### config.mk
export PLATFORM = sky130hd
export DESIGN_NAME = sem_ctrl
export DESIGN_NICKNAME = d
export VERILOG_FILES = /design/src/design/sem_pkg.sv /design/src/design/sem_ctrl.sv
export SDC_FILE = /design/constraint.sdc
export NUM_CORES = 1
export LEC_CHECK = 0
export BUFFER_PORTS_ARGS = -buffer_cell sky130_fd_sc_hd__clkbuf_2
export CORE_AREA = 2 2 39 41
export CTS_BUF_LIST = sky130_fd_sc_hd__clkbuf_16
export DETAILED_ROUTE_END_ITERATION = 10
export DIE_AREA = 0 0 41 43
export GPL_TIMING_DRIVEN = 1
export PLACE_DENSITY = 0.43
export SLEW_MARGIN = 30
export SYNTH_ARGS = -nofsm -noshare
export SYNTH_HDL_FRONTEND = slang
export SYNTH_SLANG_ARGS = --single-unit
### constraint.sdc
create_clock -name clock -period 3.78 [get_ports clock]
set_input_delay 0.756 -clock clock [delete_from_list [all_inputs] [get_ports clock]]
set_output_delay 0.756 -clock clock [all_outputs]
set_load 0.05 [all_outputs]
### src/design/sem_pkg.sv
package sem_pkg;

   localparam int MAX_WIDTH_DEF = 1024;
   localparam int HEIGHT_CAP    = 8190;

   localparam int FW_W   = 11;
   localparam int FH_W   = 13;
   localparam int CSR_W  = 13;
   localparam int CSR_IX_W = 1;

   localparam logic [CSR_IX_W-1:0] CSR_FRAME_WIDTH  = 1'b0;
   localparam logic [CSR_IX_W-1:0] CSR_FRAME_HEIGHT = 1'b1;

   // luma weights, per mille
   localparam logic [9:0] WEIGHT_R = 10'd299;
   localparam logic [9:0] WEIGHT_G = 10'd587;
   localparam logic [9:0] WEIGHT_B = 10'd114;
   localparam logic [9:0] LUMA_DIV = 10'd1000;
   // ceil(2^20 / 1000): quotient is exact or one too high below 256000
   localparam logic [10:0] LUMA_RECIP = 11'd1049;
   localparam int          RECIP_SHIFT = 20;

   localparam logic [7:0] PIX_MAX = 8'd255;

   typedef struct packed {
      logic       func;
      logic [7:0] red;
      logic [7:0] green;
      logic [7:0] blue;
   } req_type;

   typedef struct packed {
      logic [7:0] edge_value;
      logic       frame_end;
   } rsp_type;

   typedef enum logic [3:0] {
      ST_IDLE,
      ST_SUM,
      ST_RECIP,
      ST_GRAY,
      ST_GRAD,
      ST_SQUARE,
      ST_MAG,
      ST_ROOT,
      ST_EMIT
   } state_type;

   typedef struct packed {
      logic load;
      logic rd_en;
      logic recip_en;
      logic gray_en;
      logic grad_en;
      logic sq_en;
      logic mag_en;
      logic root_en;
      logic out_load;
   } cmd_type;

   typedef struct packed {
      logic root_last;
      logic out_free;
      logic has_result;
   } status_type;

endpackage

### src/design/sem_ctrl.sv
module sem_ctrl (
   input  logic                 clock,
   input  logic                 reset,
   input  logic                 req_valid,
   output logic                 req_ready,
   input  sem_pkg::status_type  status,
   output sem_pkg::cmd_type     cmd
);

   sem_pkg::state_type state_ff, state_in;

   always_ff @(posedge clock) begin
      if (reset) begin
         state_ff <= sem_pkg::ST_IDLE;
      end else begin
         state_ff <= state_in;
      end
   end

   always_comb begin
      state_in = state_ff;
      case (state_ff)
         sem_pkg::ST_IDLE:   if (req_valid) state_in = sem_pkg::ST_SUM;
         sem_pkg::ST_SUM:    state_in = sem_pkg::ST_RECIP;
         sem_pkg::ST_RECIP:  state_in = sem_pkg::ST_GRAY;
         sem_pkg::ST_GRAY:   state_in = sem_pkg::ST_GRAD;
         sem_pkg::ST_GRAD:   state_in = sem_pkg::ST_SQUARE;
         sem_pkg::ST_SQUARE: state_in = sem_pkg::ST_MAG;
         sem_pkg::ST_MAG:    state_in = sem_pkg::ST_ROOT;
         sem_pkg::ST_ROOT:   if (status.root_last) state_in = sem_pkg::ST_EMIT;
         sem_pkg::ST_EMIT: begin
            if (!status.has_result || status.out_free) begin
               state_in = sem_pkg::ST_IDLE;
            end
         end
         default:            state_in = sem_pkg::ST_IDLE;
      endcase
   end

   always_comb begin
      cmd       = '0;
      req_ready = 1'b0;
      case (state_ff)
         sem_pkg::ST_IDLE: begin
            req_ready = 1'b1;
            cmd.load  = req_valid;
         end
         sem_pkg::ST_SUM:    cmd.rd_en    = 1'b1;
         sem_pkg::ST_RECIP:  cmd.recip_en = 1'b1;
         sem_pkg::ST_GRAY:   cmd.gray_en  = 1'b1;
         sem_pkg::ST_GRAD:   cmd.grad_en  = 1'b1;
         sem_pkg::ST_SQUARE: cmd.sq_en    = 1'b1;
         sem_pkg::ST_MAG:    cmd.mag_en   = 1'b1;
         sem_pkg::ST_ROOT:   cmd.root_en  = 1'b1;
         sem_pkg::ST_EMIT:   cmd.out_load = status.has_result && status.out_free;
         default: begin
            cmd       = '0;
            req_ready = 1'b0;
         end
      endcase
   end

endmodule

# Yosys cells after proc, flatten, opt, wreduce, memory -nomap -nowiden

Index checks and enable logic that the tools add are counted.

Register bits after elaboration: 4
Input bits: 6
Output and inout port bits: 10
Logic and storage cells: 31

Eq/ne operators: 11
Multiplexer cells: 14
Reduce and logical (&&, ||, !) cells: 5

Operator list:

| cell                 | number |
|---|---|
| $pmux W4 S9          | 1 |
| $eq A4 B3 Y1 const B | 4 |
| $mux W4              | 3 |
| $mux W1              | 10 |
| $eq A4 B2 Y1 const B | 2 |
| $ne A2 B2 Y1 const B | 3 |
| $eq A4 B1 Y1 const B | 1 |
| $eq A4 B4 Y1 const B | 1 |
| $logic_not A4 Y1     | 1 |
| $reduce_and A3 Y1    | 1 |
| $logic_and A1 B1 Y1  | 1 |
| $logic_not A1 Y1     | 1 |
| $logic_or A1 B1 Y1   | 1 |

# Depth between registers and ports, before layout

Gate-level depths: netlist of run 1.

Depth in word-level cells: 4
Mapped depth: 4
Gate-level depth less buffers: 3

# Least setup slack after synthesis of run 1

No wires, ideal clock.

Path type: register -> output
Start: reg state_ff[3]
End: out cmd[8] in the netlist's numbering
Arrival time: 2.667 ns
Required time: 3.024 ns
Path slack: 0.357 ns
Stages on the path, launching flop included: 4
Buffers on the path: 1
Path through: dfxtp_1 -> clkbuf_1 -> nor4_1 -> and2_1

RTL lines:

| element                | line           | source |
|---|---|---|
| start, declared        | sem_ctrl.sv:10 | `sem_pkg::state_type state_ff, state_in;` |
| start signal, assigned | sem_ctrl.sv:14 | `state_ff <= sem_pkg::ST_IDLE;` |
| start signal, assigned | sem_ctrl.sv:16 | `state_ff <= state_in;` |
| end, declared          | sem_ctrl.sv:7  | `output sem_pkg::cmd_type cmd` |

==> impl_metrics.yaml, run 1 <==
clock_network:
  cts_resized: 0
  cts_setup_buffers: 0
  cts_tree: "done"
  cts_hold_buf: 0
  cts_buffer_depth: 2
  clk_pin_slew_worst_paths_ps: 30
  root_buffer: "clkbuf_16"
  clock-sinks: 4
  insertion_delay_ps: 220
  cts_made_buffers: 3
  cts_max_level: 1
setup_path:
  r2r_slack_ps: 2400
  end_kind: "output pin"
  startpoint_type: "register"
  crit_fanout: 11
  slowest_delay_ps: 430
  critical_path_class: "register to output pin"
  cp.arrival_ps: 1430
  cpLargestDelayFamily: "simple AND/OR/NAND/NOR gates"
  cp.required_ps: 3020
  crit_chain: "or3_1, nor2_1, clkbuf_2"
  critPathBufInv: 1
  slowest_stage: "or3_1"
sta:
  fmax_mhz: 456.5
  fin_skew_ps: 0.6846
  fin_tns_setup_ps: 0
  finalMaxSlewViolations: 0
  fin_crit_sh_pct: 57.95
  worst_pin_slew_ps: 368.7
  holdWs_ps: 594.0
  rsz0062_at_grt: "no"
  slew_headroom_pct: 75.39
  setup_violations: 0
  hold_viol: 0
  period_minus_slack_ps: 2191
power_and_ir_drop:
  leakage_nw: 0.1980
  power_density_nw_per_um2: 614.5
  p_total_mw: 0.2645
  vdd_drop_max_mv: 0.1993
cells_and_area:
  drive_gt1_share_pct: 34.55
  largest_reg_flops: 4
  areaGrowthSynthToFinish_pct: 53.57
  nFillCells: 155
  finish.net_count: 63
  finalNonFillerCells: 71
  n_antenna_cell: 0
  top_register: "state_ff"
  reg_top3: "state_ff: 4 flops"
  design_area_um2: 430.4
job:
  drv_cap: 0
hold_path:
  hold_class: "register to register"
place:
  dpl.cell_count: 68
  dp_hpwl_um: 526.8
  gp_congestion: 0.6762
  port-buffer-count: 15
  placed_area_um2: 355.3
floorplanning:
  fp.dieH_um: 43
  fp-row-count: 14
  start_util_pct: 20.25
  die_area_um2: 1763
  chipWidth_um: 41
  io_pins: 16
  fp.coreArea_um2: 1384
route:
  ant_nets: 0
  drt_wl_total_um: 732
  vias: 338
  first_iter_violations: 4
  wire_per_inst_um: 10.31
  firstDrtPassIters: 4
  via_per_inst: 4.761
  drc: 0
synthesis:
  synth_edf_count: 0
  synth_top_area_share_pct: 28.57
  synthArstFlopShare_pct: 0
  ys_warn_count: 0
  syn_nets: 46
  synth.top_cells.by_area: "dfxtp_1 29%, nor3_1 8.9%, nor2_1 6.7%"
  synth_top_cell_by_area: "dfxtp_1"
  synthFlopType: "dfxtp_1"
  syn_area_um2: 280.3
  netlist_top_cells_count: "5 x nor2_1, 5 x nor3_1, 4 x dfxtp_1, 4 x nand2_1"
  ys_seq_area_share_pct: 28.57
  ys_seq_elements: 4
  avgSynthCellArea_um2: 7.007
  synth_cells: 40
  synth_cell_types: 21
global_routing:
  overflow: 0
  grt_pass1_wl_um: 1117
  grt_start_max_net_pins: 12
  grt_util_all_layers_pct: 9.739
  grt_pass1_vias: 265
  antenna_found_initial: 0
outcome:
  status: "completed"
[final cells by class]
class / instances / area, um2 / share of cell area, %
flip-flops and latches: 4 / 80.08 / 18.60
inverters: 2 / 7.507 / 1.744
well taps: 16 / 20.02 / 4.651
multi-input cells: 31 / 172.7 / 40.12
repair buffers: 15 / 75.07 / 17.44
clock buffers: 3 / 75.07 / 17.44
[worst reg2reg max path, stage by stage (launching register included)]
cell and delay, ps:
dfxtp_1 390, or3_1 430, o32a_1 350, nor3_2 140
[final timing paths]
kind	startpoint	endpoint	cells past startpoint
setup / recovery	state_ff[2]	cmd[0]	3
setup reg to reg	state_ff[2]	state_ff[3]	3
hold reg to reg	state_ff[0]	state_ff[1]	2
hold / removal	state_ff[0]	state_ff[1]	2
[stage by stage]
step | util [%] | setup slack (ps)
3_3_place_gp | 25.68 | 1738
5_1_grt | 31.10 | 1479
6_report | 31.10 | 1589
3_5_place_dp | 25.68 | 1727
2_1_floorplan | - | 356.6
4_1_cts | 31.10 | 1574
[power breakdown]
| group | internal (mW) | switching [mW] |
|---|---|---|
| logic | 0.0136 | 0.0357 |
| clock network | 0.135 | 0.0290 |
| registers | 0.0453 | 0.00586 |
| total | 0.194 | 0.0706 |
[metal layers]
layer | GRT usage (%) | part of all wire [%]
met1 | 10.61 | 48
met2 | 13.44 | 42
met3 | 3.141 | 6.6
met4 | 10.00 | 3.1
met5 | 0 | 0
[cells by family (layout without fill, tap and decap cells)]
logic type / count (synthesis) / count (layout) / share of synthesized area [%]
DFF: 4 / 4 / 28.57
AOI/OAI and AO/OA: 6 / 6 / 13.39
buffers and inverters: 5 / 20 / 9.819
and+or+nand+nor: 24 / 24 / 44.64
muxes: 1 / 1 / 3.572
[layout by cell type, fill, tap and decap left out]
| cell | instances |
|---|---|
| nor2b_1 | 1 |
| clkbuf_16 | 3 |
| nor2_1 | 5 |
| nor3_2 | 1 |
| nor4_1 | 2 |
| or4_1 | 1 |
| nand2_1 | 4 |
| and2_1 | 1 |
| nand2b_1 | 2 |
| clkbuf_2 | 15 |
| mux2i_1 | 1 |
| dfxtp_1 | 4 |
| a211oi_1 | 1 |
| nor3_1 | 5 |
| or3_1 | 1 |
| o21ai_0 | 2 |
| a21oi_1 | 2 |
| inv_1 | 2 |
| nand3_1 | 1 |
| o32a_1 | 1 |
Note: power is estimated with default switching activity, not from simulation.
==> run 2: changes to the inputs <==
--- a/config.mk
+++ b/config.mk
@@ -5,13 +5,14 @@
 export SDC_FILE = /design/constraint.sdc
 export NUM_CORES = 1
 export LEC_CHECK = 0
+export ABC_AREA = 1
 export BUFFER_PORTS_ARGS = -buffer_cell sky130_fd_sc_hd__clkbuf_2
 export CORE_AREA = 2 2 39 41
 export CTS_BUF_LIST = sky130_fd_sc_hd__clkbuf_16
 export DETAILED_ROUTE_END_ITERATION = 10
 export DIE_AREA = 0 0 41 43
 export GPL_TIMING_DRIVEN = 1
-export PLACE_DENSITY = 0.43
+export PLACE_DENSITY = 0.46
 export SLEW_MARGIN = 30
 export SYNTH_ARGS = -nofsm -noshare
 export SYNTH_HDL_FRONTEND = slang
==> constraint.sdc (replaced) <==
create_clock -name clock -period 2.2 [get_ports clock]
set_input_delay 0.44 -clock clock [delete_from_list [all_inputs] [get_ports clock]]
set_output_delay 0.44 -clock clock [all_outputs]
set_load 0.05 [all_outputs]
==> impl_metrics.yaml, run 2 <==
outcome:
  status: "completed"
cells_and_area:
  finish.net_count: 78
  top_register: "state_ff"
  areaGrowthSynthToFinish_pct: 56.85
  final_common_cell: "clkbuf_2"
  fin_util_pct: 35.17
  largest_reg_flops: 4
  final_cell_mix: "15 x clkbuf_2, 13 x inv_1, 9 x nor2_1"
  n_antenna_cell: 0
  nFillCells: 168
  drive_gt1_share_pct: 40.00
  reg_top3: "state_ff: 4 flops"
synthesis:
  synthArstFlopShare_pct: 0
  avgSynthCellArea_um2: 5.967
  ys_warn_count: 0
  ys_seq_elements: 4
  syn_area_um2: 310.3
  synthFlopType: "dfxtp_1"
  ys_seq_area_share_pct: 25.81
  synth_top_cell_by_area: "dfxtp_1"
  synth_top_area_share_pct: 25.81
  synth.top_cells.by_area: "dfxtp_1 26%, inv_1 16%, nand3_2 13%"
  syn_nets: 58
  synth_edf_count: 0
  synth_cell_types: 14
  post-synth-top-count-cell: "inv_1"
  netlist_top_cells_count: "13 x inv_1, 9 x nor2_1, 6 x nand2_1"
  synth_cells: 52
setup_path:
  cp.arrival_ps: 1410
  end_kind: "output pin"
  cpLargestDelayFamily: "buffers and inverters"
  slowest_stage: "dfxtp_1"
  crit_chain: "nor2_1, inv_1, nor3_1, clkbuf_2"
  crit_fanout: 4
  slowest_delay_ps: 340
  cp.required_ps: 1760
  startpoint_type: "register"
  critPathBufInv: 2
  critical_path_class: "register to output pin"
sta:
  setup_violations: 0
  fmax_mhz: 541.0
  finalMaxSlewViolations: 0
  period_minus_slack_ps: 1848
  slew_headroom_pct: 81.64
  fin_skew_ps: 2.073
  hold_viol: 0
  worst_pin_slew_ps: 274.4
  fin_tns_setup_ps: 0
  fin_crit_sh_pct: 84.02
  rsz0062_at_grt: "no"
place:
  dp_hpwl_um: 614.7
  port-buffer-count: 15
  gp_congestion: 0.7755
global_routing:
  grt_pass1_wl_um: 1186
  overflow: 0
  grt_pass1_vias: 283
  antenna_found_initial: 0
  grt_start_max_net_pins: 7
  grt_util_all_layers_pct: 10.82
clock_network:
  cts_tree: "done"
  clk_pin_slew_worst_paths_ps: 30
  cts_hold_buf: 0
  cts_setup_buffers: 0
  cts_buffer_depth: 2
  clock-sinks: 4
  insertion_delay_ps: 220
  root_buffer: "clkbuf_16"
  cts_resized: 0
  cts_made_buffers: 3
  cts_max_level: 1
route:
  drt_wl_total_um: 764
  ant_nets: 0
  vias: 365
  via_per_inst: 4.244
  drc: 0
  first_iter_violations: 2
  wire_per_inst_um: 8.884
  firstDrtPassIters: 2
power_and_ir_drop:
  power_density_nw_per_um2: 1351
  vdd_drop_max_mv: 0.3206
  leakage_nw: 0.2809
floorplanning:
  io_pins: 16
  fp.coreArea_um2: 1384
  chipWidth_um: 41
  start_util_pct: 22.42
  fp.dieH_um: 43
  die_area_um2: 1763
  fp-row-count: 14
hold_path:
  hold_class: "primary input to register"
job:
  drv_cap: 0
## run 2: kinds of logic (layout without fill, tap and decap cells)
family / Yosys count / in the layout / share of synthesized area (%)
AO/OA/AOI/OAI: 2 / 2 / 3.629
buffers and inverters: 15 / 33 / 18.55
flip-flops: 4 / 4 / 25.81
AND/OR/NAND/NOR: 31 / 31 / 52.01
## run 2: layer usage
metal	GRT usage, %	up-vias	part of all wire (%)
met5	0	-	0
met3	4.712	4	6.4
li1	-	197	-
met4	10.00	0	3.1
met1	12.14	150	46
met2	14.37	14	44
## run 2: metrics by stage
step	power [mW]	area (um2)	setup slack [ps]	hold WS [ps]	std cells
global route	0.6993	486.7	211.3	418.3	86
detailed placement	0.3762	411.6	606.3	600.5	83
CTS	0.6631	486.7	362.8	417.6	86
global placement	0.3785	411.6	581.7	609.9	83
finish	0.6576	486.7	351.6	421.6	86
floorplan	0.3246	316.6	38.78	509.1	52
## run 2: area by class of cell
cell class	count	area [um2]	share of cell area (%)
multi-input combinational	33	178.9	36.76
sequential	4	80.08	16.45
clock buffer	3	75.07	15.42
timing repair buffer	15	75.07	15.42
inverter	15	57.56	11.83
tap	16	20.02	4.113
## run 2: path summary, 6_finish.rpt
check              start           to  slack [ps]  cells past startpoint
max          state_ff[3]       cmd[6]         350                      4
min                reset  state_ff[1]         420                      2
max reg2reg  state_ff[3]  state_ff[3]        1110                      6
min reg2reg  state_ff[3]  state_ff[0]         600                      3
## run 2: worst reg2reg max path, stage by stage (launching register included)
cell,delay [ps]
dfxtp_1,340
nor2_1,250
nand3_2,160
nand3_2,110
nand2_1,50
inv_1,50
nor2_1,30
## run 2: where the power goes
| group | total (mW) | internal, mW | switching, mW |
|---|---|---|---|
| Clock | 0.282 | 0.232 | 0.0503 |
| Combinational | 0.263 | 0.0645 | 0.199 |
| Sequential | 0.112 | 0.0887 | 0.0233 |
| Total | 0.658 | 0.385 | 0.272 |
==> run 3: changes to the inputs <==
--- a/config.mk
+++ b/config.mk
@@ -12,7 +12,7 @@
 export DETAILED_ROUTE_END_ITERATION = 10
 export DIE_AREA = 0 0 41 43
 export GPL_TIMING_DRIVEN = 1
-export PLACE_DENSITY = 0.46
+export PLACE_DENSITY = 0.47
 export SLEW_MARGIN = 30
 export SYNTH_ARGS = -nofsm -noshare
 export SYNTH_HDL_FRONTEND = slang
==> constraint.sdc (replaced) <==
create_clock -name clock -period 1.6 [get_ports clock]
set_input_delay 0.32 -clock clock [delete_from_list [all_inputs] [get_ports clock]]
set_output_delay 0.32 -clock clock [all_outputs]
set_load 0.05 [all_outputs]
==> impl_metrics.yaml, run 3 (synthesis gave the netlist of run 2 again) <==
outcome:
  status: "completed"
clock_network:
  cts_tree: "done"
  root_buffer: "clkbuf_16"
  cts_hold_buf: 0
  cts_buffer_depth: 2
  clock-sinks: 4
  insertion_delay_ps: 230
  cts_max_level: 1
  clk_pin_slew_worst_paths_ps: 30
  cts_made_buffers: 3
  cts_setup_buffers: 0
global_routing:
  antenna_found_initial: 0
  overflow: 0
  grt_pass1_vias: 320
  grt_util_all_layers_pct: 10.85
  grt_start_max_net_pins: 7
  grt_pass1_wl_um: 1242
floorplanning:
  fp-row-count: 14
  fp.dieH_um: 43
  chipWidth_um: 41
  start_util_pct: 22.42
  io_pins: 16
  die_area_um2: 1763
  fp.coreArea_um2: 1384
place:
  dp_hpwl_um: 631.3
  gp_congestion: 0.7361
  dpl.cell_count: 84
  port-buffer-count: 15
  pre_cts_ws_ps: 91.33
setup_path:
  cp.required_ps: 1280
  critical_path_class: "register to output pin"
  crit_fanout: 4
  setup.worst_path.start: "state_ff[3]"
  cp.arrival_ps: 1210
  slowest_stage: "dfxtp_1"
  crit_chain: "nor2_2, inv_1, nor3_2, clkbuf_4"
  reg2reg_from: "state_ff[2]"
  critPathBufInv: 2
  slowest_delay_ps: 340
  cpLargestDelayFamily: "buffers and inverters"
  startpoint_type: "register"
  end_kind: "output pin"
cells_and_area:
  regArea_um2: 83.83
  areaGrowthSynthToFinish_pct: 78.63
  n_antenna_cell: 0
  multiInputGateArea_um2: 209.0
  largest_reg_flops: 4
  fin_util_pct: 40.05
  final_common_cell: "inv_1"
  finalNonFillerCells: 87
  nFillCells: 148
  top_register: "state_ff"
  reg_top3: "state_ff: 4 flops"
  finish.net_count: 79
  final_cell_mix: "12 x inv_1, 7 x nor2_1, 7 x clkbuf_2"
  drive_gt1_share_pct: 54.93
sta:
  slew_headroom_pct: 81.61
  worst_pin_slew_ps: 277.0
  fin_ws_ps: 70.54
  period_minus_slack_ps: 1529
  finalMaxSlewViolations: 0
  hold_viol: 0
  fmax_mhz: 653.8
  rsz0062_at_grt: "no"
  fin_crit_sh_pct: 95.59
  fin_skew_ps: 4.012
  setup_violations: 0
hold_path:
  worstHoldStart: "reset"
  hold_class: "primary input to register"
route:
  drt_wl_total_um: 778
  via_per_inst: 4.299
  drc: 0
  wire_per_inst_um: 8.943
  ant_nets: 0
  first_iter_violations: 9
  firstDrtPassIters: 4
  vias: 374
power_and_ir_drop:
  vdd_drop_max_mv: 0.9186
  leakage_nw: 0.2981
  power_density_nw_per_um2: 1756
  p_total_mw: 0.9734
job:
  drv_cap: 0
run 3: cell count changes in the layout (fill, tap and decap cells not counted), sizes merged:
cell,before,now
clkbuf,18,15
buf,0,4
run 3: area by class of cell:
cell class / count / area share [%]
Tap cell: 16 / 3.612
Clock buffer: 3 / 13.54
Timing Repair Buffer: 16 / 19.64
Inverter: 15 / 10.38
Sequential cell: 4 / 15.12
Multi-Input combinational cell: 33 / 37.70
run 3: through the flow:
step	instance area [um2]	hold slack [ps]	setup TNS (ps)
global route	554.3	300.0	0
CTS	541.8	292.4	-33.95
global placement	436.7	528.9	0
detailed placement	436.7	526.9	0
finish	554.3	295.6	0
floorplan	334.1	389.1	-1111
run 3: what timing repair did:
action                                  in CTS  in global routing
gates cloned                                 0                  0
gates resized for setup                     11                  9
endpoints found under the setup margin       8                  9
run 3: power by group:
group | switching, mW | internal, mW
sequential | 0.0405 | 0.126
clock | 0.0730 | 0.320
combinational | 0.288 | 0.126
total | 0.402 | 0.571
run 3: worst paths after layout:
check,cells after the start,end,slack [ps]
max,4,cmd[8],70
min,2,state_ff[2],300
max reg2reg,8,state_ff[3],560
min reg2reg,4,state_ff[3],620
run 3: per-layer routing:
layer / GRT usage [%] / wire, um / share of wire [%]
met4: 6.000 / 19 / 2.4
met1: 13.23 / 351 / 45
met5: 0 / 0 / 0
met2: 14.37 / 335 / 43
met3: 6.283 / 71 / 9.1
